File: config.mk
export PLATFORM = sky130hd
export DESIGN_NAME = spvg_div
export DESIGN_NICKNAME = d
export VERILOG_FILES = /design/src/rtl/core/sphere_patch_vertex_generator_core_macros.svh /design/src/rtl/core/spvg_pkg.sv /design/src/rtl/core/spvg_div.sv
export SDC_FILE = /design/constraint.sdc
export NUM_CORES = 2
export LEC_CHECK = 0
export BUFFER_PORTS_ARGS = -buffer_cell sky130_fd_sc_hd__clkbuf_2
export CAP_MARGIN = 10
export CORE_ASPECT_RATIO = 1.25
export CORE_UTILIZATION = 30
export DETAILED_ROUTE_END_ITERATION = 8
export PLACE_DENSITY = 0.56
export SLEW_MARGIN = 10
export SYNTH_ARGS = -nofsm -noshare
export SYNTH_HDL_FRONTEND = slang
export SYNTH_SLANG_ARGS = --single-unit
File: constraint.sdc
create_clock -name clk_i -period 3.5 [get_ports clk_i]
set_input_delay 0.35 -clock clk_i [delete_from_list [all_inputs] [get_ports clk_i]]
set_output_delay 0.35 -clock clk_i [all_outputs]
set_load 0.01 [all_outputs]
File: src/rtl/core/sphere_patch_vertex_generator_core_macros.svh
// Assertion macros for the vertex generator RTL.
`ifndef SPHERE_PATCH_VERTEX_GENERATOR_CORE_MACROS_SVH
`define SPHERE_PATCH_VERTEX_GENERATOR_CORE_MACROS_SVH

`ifndef ASSERT_OFF
// Same-cycle implication check.
`define SPVG_ASSERT_IMPLY(lbl, clk, rst_n, ante, cons) \
  lbl: assert property (@(posedge clk) disable iff (!rst_n) (ante) |-> (cons)) \
    else $error("same-cycle implication failed");
// Next-cycle implication check.
`define SPVG_ASSERT_NEXT(lbl, clk, rst_n, ante, cons) \
  lbl: assert property (@(posedge clk) disable iff (!rst_n) (ante) |=> (cons)) \
    else $error("next-cycle implication failed");
`else
`define SPVG_ASSERT_IMPLY(lbl, clk, rst_n, ante, cons)
`define SPVG_ASSERT_NEXT(lbl, clk, rst_n, ante, cons)
`endif

`endif

File: src/rtl/core/spvg_pkg.sv
package spvg_pkg;

  // Configuration register indexes.
  localparam int CFG_IDX_W = 3;
  localparam logic [CFG_IDX_W-1:0] REG_RADIUS     = 3'd0;
  localparam logic [CFG_IDX_W-1:0] REG_POLAR_LO   = 3'd1;
  localparam logic [CFG_IDX_W-1:0] REG_POLAR_HI   = 3'd2;
  localparam logic [CFG_IDX_W-1:0] REG_AZIMUTH_LO = 3'd3;
  localparam logic [CFG_IDX_W-1:0] REG_AZIMUTH_HI = 3'd4;
  localparam logic [CFG_IDX_W-1:0] REG_COLUMNS    = 3'd5;
  localparam logic [CFG_IDX_W-1:0] REG_ROWS       = 3'd6;

  // Field widths.
  localparam int IDX_W  = 10;
  localparam int SIDE_W = 11;
  localparam int ANG_W  = 16;
  localparam int VIDX_W = 20;
  localparam int TEX_W  = 16;
  localparam int NORM_W = 16;
  localparam int POS_W  = 24;

  // Divider lanes: quotients are known to fit in QUO_W magnitude bits.
  localparam int QUO_W     = 16;
  localparam int NUM_W     = 26;
  localparam int DIV_LANES = 4;
  localparam int LANE_TH   = 0;
  localparam int LANE_PH   = 1;
  localparam int LANE_U    = 2;
  localparam int LANE_V    = 3;

  // CORDIC constants, angles in Q28 and vectors in Q30.
  localparam int CRD_STEPS = 24;
  localparam int CRD_W     = 34;
  localparam int TRIG_W    = 32;
  localparam int CRD_LANES = 2;
  localparam logic signed [32:0] PI_Q28      = 33'sd843314857;
  localparam logic signed [32:0] HALF_PI_Q28 = 33'sd421657428;
  localparam logic signed [32:0] TWO_PI_Q28  = 33'sd1686629714;
  localparam logic signed [CRD_W-1:0] GAIN_Q30 = 34'sd652032874;

  function automatic logic signed [31:0] atan_q28(input logic [4:0] k);
    logic signed [31:0] r;
    case (k)
      5'd0:  r = 32'sd210828714;
      5'd1:  r = 32'sd124459457;
      5'd2:  r = 32'sd65760959;
      5'd3:  r = 32'sd33381290;
      5'd4:  r = 32'sd16755422;
      5'd5:  r = 32'sd8385879;
      5'd6:  r = 32'sd4193963;
      5'd7:  r = 32'sd2097109;
      5'd8:  r = 32'sd1048571;
      5'd9:  r = 32'sd524287;
      5'd10: r = 32'sd262144;
      5'd11: r = 32'sd131072;
      5'd12: r = 32'sd65536;
      5'd13: r = 32'sd32768;
      5'd14: r = 32'sd16384;
      5'd15: r = 32'sd8192;
      5'd16: r = 32'sd4096;
      5'd17: r = 32'sd2048;
      5'd18: r = 32'sd1024;
      5'd19: r = 32'sd512;
      5'd20: r = 32'sd256;
      5'd21: r = 32'sd128;
      5'd22: r = 32'sd64;
      5'd23: r = 32'sd32;
      default: r = 32'sd0;
    endcase
    return r;
  endfunction

  // Side data that rides along the pipelines.
  typedef struct packed {
    logic              valid;
    logic [VIDX_W-1:0] vertex_index;
  } div_tag_t;

  typedef struct packed {
    logic              valid;
    logic [VIDX_W-1:0] vertex_index;
    logic [TEX_W-1:0]  tex_u;
    logic [TEX_W-1:0]  tex_v;
  } crd_tag_t;

endpackage

File: src/rtl/core/spvg_div.sv
module spvg_div import spvg_pkg::*; #(
  parameter int LANES = 4,
  parameter int TAG_W = 1
) (
  input  logic                    clk_i,
  input  logic                    rst_ni,
  input  logic                    en_i,
  input  logic [NUM_W-1:0]        num_i [LANES],
  input  logic                    neg_i [LANES],
  input  logic [SIDE_W-1:0]       den_i [LANES],
  input  logic [TAG_W-1:0]        tag_i,
  output logic signed [QUO_W:0]   quo_o [LANES],
  output logic [TAG_W-1:0]        tag_o
);

  logic [NUM_W-1:0] rem_q [QUO_W+1][LANES];
  logic [QUO_W-1:0] quo_q [QUO_W+1][LANES];
  logic             neg_q [QUO_W+1][LANES];
  logic [TAG_W-1:0] tag_q [QUO_W+1];

  // Input register.
  always_ff @(posedge clk_i) begin
    if (en_i) begin
      for (int l = 0; l < LANES; l++) begin
        rem_q[0][l] <= num_i[l];
        quo_q[0][l] <= '0;
        neg_q[0][l] <= neg_i[l];
      end
    end
  end

  always_ff @(posedge clk_i or negedge rst_ni) begin
    if (!rst_ni) begin
      tag_q[0] <= '0;
    end else if (en_i) begin
      tag_q[0] <= tag_i;
    end
  end

  // One quotient bit per stage, most significant first.
  for (genvar s = 1; s <= QUO_W; s++) begin : g_step
    localparam int K = QUO_W - s;
    logic [NUM_W:0]   trial [LANES];
    logic [QUO_W-1:0] qn [LANES];

    always_comb begin
      for (int l = 0; l < LANES; l++) begin
        trial[l] = {1'b0, rem_q[s-1][l]}
                 - ({{(NUM_W+1-SIDE_W){1'b0}}, den_i[l]} << K);
        qn[l]    = quo_q[s-1][l];
        qn[l][K] = !trial[l][NUM_W];
      end
    end

    always_ff @(posedge clk_i) begin
      if (en_i) begin
        for (int l = 0; l < LANES; l++) begin
          rem_q[s][l] <= trial[l][NUM_W] ? rem_q[s-1][l] : trial[l][NUM_W-1:0];
          quo_q[s][l] <= qn[l];
          neg_q[s][l] <= neg_q[s-1][l];
        end
      end
    end

    always_ff @(posedge clk_i or negedge rst_ni) begin
      if (!rst_ni) begin
        tag_q[s] <= '0;
      end else if (en_i) begin
        tag_q[s] <= tag_q[s-1];
      end
    end
  end

  // Apply the sign; the quotient truncates toward zero.
  always_comb begin
    for (int l = 0; l < LANES; l++) begin
      quo_o[l] = neg_q[QUO_W][l] ? -$signed({1'b0, quo_q[QUO_W][l]})
                                 :  $signed({1'b0, quo_q[QUO_W][l]});
    end
  end

  assign tag_o = tag_q[QUO_W];

endmodule

# --- Yosys cells after proc, flatten, opt, wreduce, memory -nomap -nowiden ---
# Memory sizes are Yosys's and may differ from the RTL's.
# Index checks and enable logic that the tools add are counted.
word_totals:
  ff_bits: 17
  mem_bits_rw: 2924
  in_bits: 156
  output_inout_bits: 69
  elab_cells: 222
  memories: 3
mem_list:
  columns: ["memory", "words", "word_bits", "read_ports", "rd_ports_with_merged_regs", "wr", "line", "source"]
  rows:
  - ["rem_q", 17, 104, 16, 0, 17, "spvg_div.sv:16", "logic [NUM_W-1:0] rem_q [QUO_W+1][LANES];"]
  - ["quo_q", 17, 64, 17, 0, 17, "spvg_div.sv:17", "logic [QUO_W-1:0] quo_q [QUO_W+1][LANES];"]
  - ["neg_q", 17, 4, 17, 0, 17, "spvg_div.sv:18", "logic neg_q [QUO_W+1][LANES];"]
classes:
  add_sub_neg: 68
  mux: 70
  reduce_logical: 64
ops:
  columns: ["op", "count"]
  rows:
  - ["26-bit two-way mux", 64]
  - ["26-bit by 11-bit subtractor with 27-bit output", 4]
  - ["26-bit by 12-bit subtractor with 27-bit output", 4]
  - ["26-bit by 13-bit subtractor with 27-bit output", 4]
  - ["26-bit by 14-bit subtractor with 27-bit output", 4]
  - ["26-bit by 15-bit subtractor with 27-bit output", 4]
  - ["26-bit by 16-bit subtractor with 27-bit output", 4]
  - ["26-bit by 17-bit subtractor with 27-bit output", 4]
  - ["26-bit by 18-bit subtractor with 27-bit output", 4]
  - ["26-bit by 19-bit subtractor with 27-bit output", 4]
  - ["26-bit by 20-bit subtractor with 27-bit output", 4]
  - ["26-bit by 21-bit subtractor with 27-bit output", 4]
  - ["26-bit by 22-bit subtractor with 27-bit output", 4]
  - ["26-bit by 23-bit subtractor with 27-bit output", 4]
  - ["26-bit by 24-bit subtractor with 27-bit output", 4]
  - ["26-bit by 25-bit subtractor with 27-bit output", 4]
  - ["26-bit by 26-bit subtractor with 27-bit output", 4]
  - ["17-bit two-way mux", 4]
  - ["16-bit negation with 17-bit output", 4]
  - ["1-bit logical NOT", 64]
  - ["1-bit two-way mux", 2]

# --- Depth between registers and ports, before layout ---
# An unclocked memory read counts as a cell.
logic_depth:
  ltp_word: 3
  depth_mapped: 13
  mapped_depth_nobuf: 12

# --- Worst setup path after synthesis ---
# No wires, ideal clock.
synth_timing:
  path_type: "input port to flip-flop"
  start: "input den_i[12] (netlist name)"
  end: "memory rem_q[15][30] (netlist name), data pin"
  setup_ps: 260
  arrival_time_ps: 3063
  t_required_ps: 3240
  setup_slack_ps: 177
  path_stages: 9
  path_buffers: 1
  path_cell_list: "inv_1 -> ha_1 -> nor2b_1 -> o31a_1 -> o31ai_1 -> o21ai_0 -> a21oi_1 -> buf_2 -> mux2_2"
synth_rtl:
  columns: ["element", "line", "source"]
  rows:
  - ["from (decl)", "spvg_div.sv:10", "input logic [SIDE_W-1:0] den_i [LANES],"]
  - ["to (decl)", "spvg_div.sv:16", null]

==> key figures <==
Status
  – Run status: completed

Floorplan
  – Cell row count: approximately 260
  – Initial Util: 30.1%
  – Floorplan die height: between 600 and 700 um
  – Placeable core region: 385000 um2
  – Overall die width: 558 um
  – Die Area: 389000 um2
  – Number of ports placed on the die boundary: between 200 and 250

Synth
  – Number of library cell types mapped by synthesis: 87
  – Share of flip-flops with an asynchronous set or reset after synthesis: less than 1%
  – Count of flip-flops with a built-in enable after synthesis: roughly 2.3k
  – Share of synthesized area occupied by flip-flops and latches: 59.3%
  – Synth Instances: ~9k
  – Leading register cell type out of synthesis: edfxtp_1
  – Total of warnings raised by yosys: 0
  – Flop and latch count out of synthesis: 2293
  – Synthesized cell area: 116000 um2
  – Number of nets produced by synthesis: roughly 10k
  – Mean area per synthesized cell: around 13 um2

Critical path
  – Arrival @ worst endpoint: a little under 3 ns
  – Largest driver fanout on the critical path: 14
  – Type of element capturing the critical path: output port
  – Critical path startpoint category: register
  – Data required time at the worst endpoint: approximately 3.2 ns
  – Critical Setup Path Class: reg2out

Timing
  – Final number of hold-violating endpoints: 0
  – Number of max-slew violations in the final report: 0
  – Setup TNS: 0 ns
  – Worst setup slack after layout: between 0.2 and 0.25 ns
  – Worst Max-Slew Pin Slew: between 1 and 1.5 ns
  – Tightest slew margin relative to the limit: between 20 and 30%
  – Setup Viol. Count Final: 0
  – Time the final worst path needs with I/O delays and setup: 3.28 ns
  – Unrepaired setup endpoints after global routing: false
  – Top achievable clock speed: between 300 and 400 MHz
  – Clock Skews: 0.0758 ns
  – Final worst path period share: between 90 and 100%

Layout
  – Count of filler cells inserted in the layout: around 37k
  – Most common library cell in the layout ignoring fill and taps: edfxtp_1
  – Area growth from synthesis to layout: 17.9%
  – Number of nets in the layout: 11.0k
  – Fraction of layout instances using a drive strength above 1: around 13%
  – Utilization of the core after routing: a little over a third
  – Commonest cells after routing, fill and taps aside: 2276 x edfxtp_1, 704 x ha_1, 671 x nor2_1, 596 x nand2_1, 549 x o21ai_0

GRT
  – Global-route total usage across every layer: about an eighth
  – Largest net degree at the start of global routing: between 100 and 150
  – Initial antenna violation count: 4
  – Vias in the first global route: around 77k
  – Overflow left after global routing: 0
  – First-pass GRT wire length: 398 mm

Clocking
  – Insertion delay of the later-clocked pin in the worst-skew pair: approximately 0.93 ns
  – Total clock buffers created by CTS: between 200 and 300
  – TritonCTS clock tree: done
  – Number of clock sinks seen by CTS: 2293
  – Worst-case clock buffer depth: 4
  – Clock-pin slew on the worst setup and hold paths: ~0.06 ns
  – Root buffer cell: clkbuf_16
  – Clock H-tree levels: 5

Placed design
  – Worst slack at placement: -0.0395 ns
  – Input/output buffers: 224
  – Post-detail-place hpwl: around 180 mm
  – Final weighted congestion in routability-driven placement: between 0.8 and 0.9

Pwr
  – Leakage power figure: about 50 nW
  – Overall power of the completed layout: around 97 mW
  – Peak supply drop: 0.468 mV
  – Ratio of total power to cell area: 706 nW/um2

Detailed routing
  – Met2 routed WL: ~130 mm
  – Highest metal layer used by the detailed router: met5
  – Post-route antenna net violation count: 0
  – Routed length per instance: around 16 um
  – Routed metal-1 wirelength: 103 mm
  – Overall routed net length: 250 mm
  – Via density: 4.85
  – Length of the first detailed-routing pass in iterations: 6
  – Number of design rule violations left after detail routing: 0
  – Number of vias after detailed routing: 74.6k
  – Sum of met3 wire segment lengths after detailed routing: 8.98 mm
  – DRT iter0 DRCs: roughly 4.1k

Worst hold path
  – Worst Hold Class: in2reg

Job
  – Max-cap check violation count: 0
## cell type report
| class | instances | area, um2 | area share [%] |
|---|---|---|---|
| clock buffers | 331 | 7130 | 5.21 |
| clock inverters | 149 | 1710 | 1.25 |
| repair buffers | 742 | 6010 | 4.39 |
| well taps | 5140 | 6430 | 4.70 |
| flip-flops and latches | 2293 | 68800 | 50.3 |
| inverters | 344 | 1290 | 0.944 |
| multi-input cells | 6392 | 45500 | 33.2 |
| diodes | 2 | 5.00 | 0.00366 |
## cell families (layout without fill, tap and decap cells)
kind of cell / Yosys count / after routing / share of synthesized area [%]
AOI/OAI and AO/OA: 2058 / 2058 / 11.2
and+or+nand+nor: 2526 / 2526 / 10.8
adders and majority gates: 764 / 764 / 8.63
xor gates and xnor gates: 759 / 759 / 5.73
muxes: 285 / 285 / 2.72
buffers and inverters: 498 / 1566 / 1.65
DFF: 2293 / 2293 / 59.3
other: 0 / 2 / 0
## power breakdown
group,leakage [nW],internal [mW],switching [mW]
clock,4.29,16.5,11.7
combinational,23.4,12.8,14.7
sequential,21.9,37.5,3.54
## sequential cells by signal (all words and copies together) (netlist names)
signal and flops:
neg_q 68, rem_q 1664, quo_q 544, tag_q 16, tag_o 1
## Yosys cell counts, drive strengths merged, types with 43 or more instances
cell type | count | share of area (%)
nand2 | 596 | 1.9
mux2 | 244 | 2.4
or2 | 48 | 0.26
o21ai | 559 | 2.4
nand3 | 128 | 0.55
edfxtp | 2276 | 59
nand4 | 44 | 0.24
clkbuf | 127 | 0.41
a211oi | 77 | 0.50
ha | 704 | 7.6
fa | 60 | 1.0
nand2b | 141 | 0.76
o21a | 161 | 1.0
nor2b | 166 | 0.89
inv | 344 | 1.1
o211ai | 61 | 0.39
nor3 | 269 | 1.2
o31ai | 116 | 0.75
a31oi | 57 | 0.31
xnor2 | 388 | 2.9
or3 | 104 | 0.56
nor2 | 672 | 2.2
xor2 | 371 | 2.8
nor4 | 119 | 0.64
or4 | 62 | 0.41
a21o | 128 | 0.83
a21oi | 535 | 2.3
o31a | 43 | 0.32
## timing repair
item	4_1_cts	5_1_grt
endpoints found under the hold margin	154	0
resized for setup	1	6
buffers inserted	2	0
hold buffers	132	0
endpoints found under the setup margin	4	8
## through the flow
step | hold WS (ns) | cells | instance area [um2]
after floorplan | 0.0544 | 9183 | 116000
after global placement | 0.285 | 14800 | 127000
after detailed placement | 0.303 | 14800 | 127000
after CTS | 0.00109 | 15400 | 137000
after global routing | 0.0461 | 15400 | 137000
final | 0.0849 | 15400 | 137000
## critical path, cell delays in order (launching register included)
cell and delay (ns):
edfxtp_1 0.67, buf_4 0.27, o21ai_0 0.82, clkbuf_2 0.31
## final timing paths
| path | start | to | slack [ns] | cells past startpoint |
|---|---|---|---|---|
| max in group asynchronous | rst_ni | tag_q[3] | 2.38 | 3 |
| worst min register to register | quo_q[13][51] | quo_q[14][51] | 0.39 | 0 |
| worst max register to register | rem_q[7][60] | rem_q[8][61] | 0.27 | 11 |
| worst min-delay path | den_i[11] | rem_q[10][32] | 0.08 | 3 |
| worst max-delay path | neg_q[16][1] | quo_o[18] | 0.22 | 3 |
| min in group asynchronous | rst_ni | tag_q[4] | 0.63 | 3 |
## per-layer routing
layer	GRT usage, %	vias to the layer above
met5	0	-
met4	5.58	2
met3	1.84	540
met2	23.0	1424
met1	14.2	36000
li1	-	36600
No activity file was read; power rests on OpenSTA's default activity.
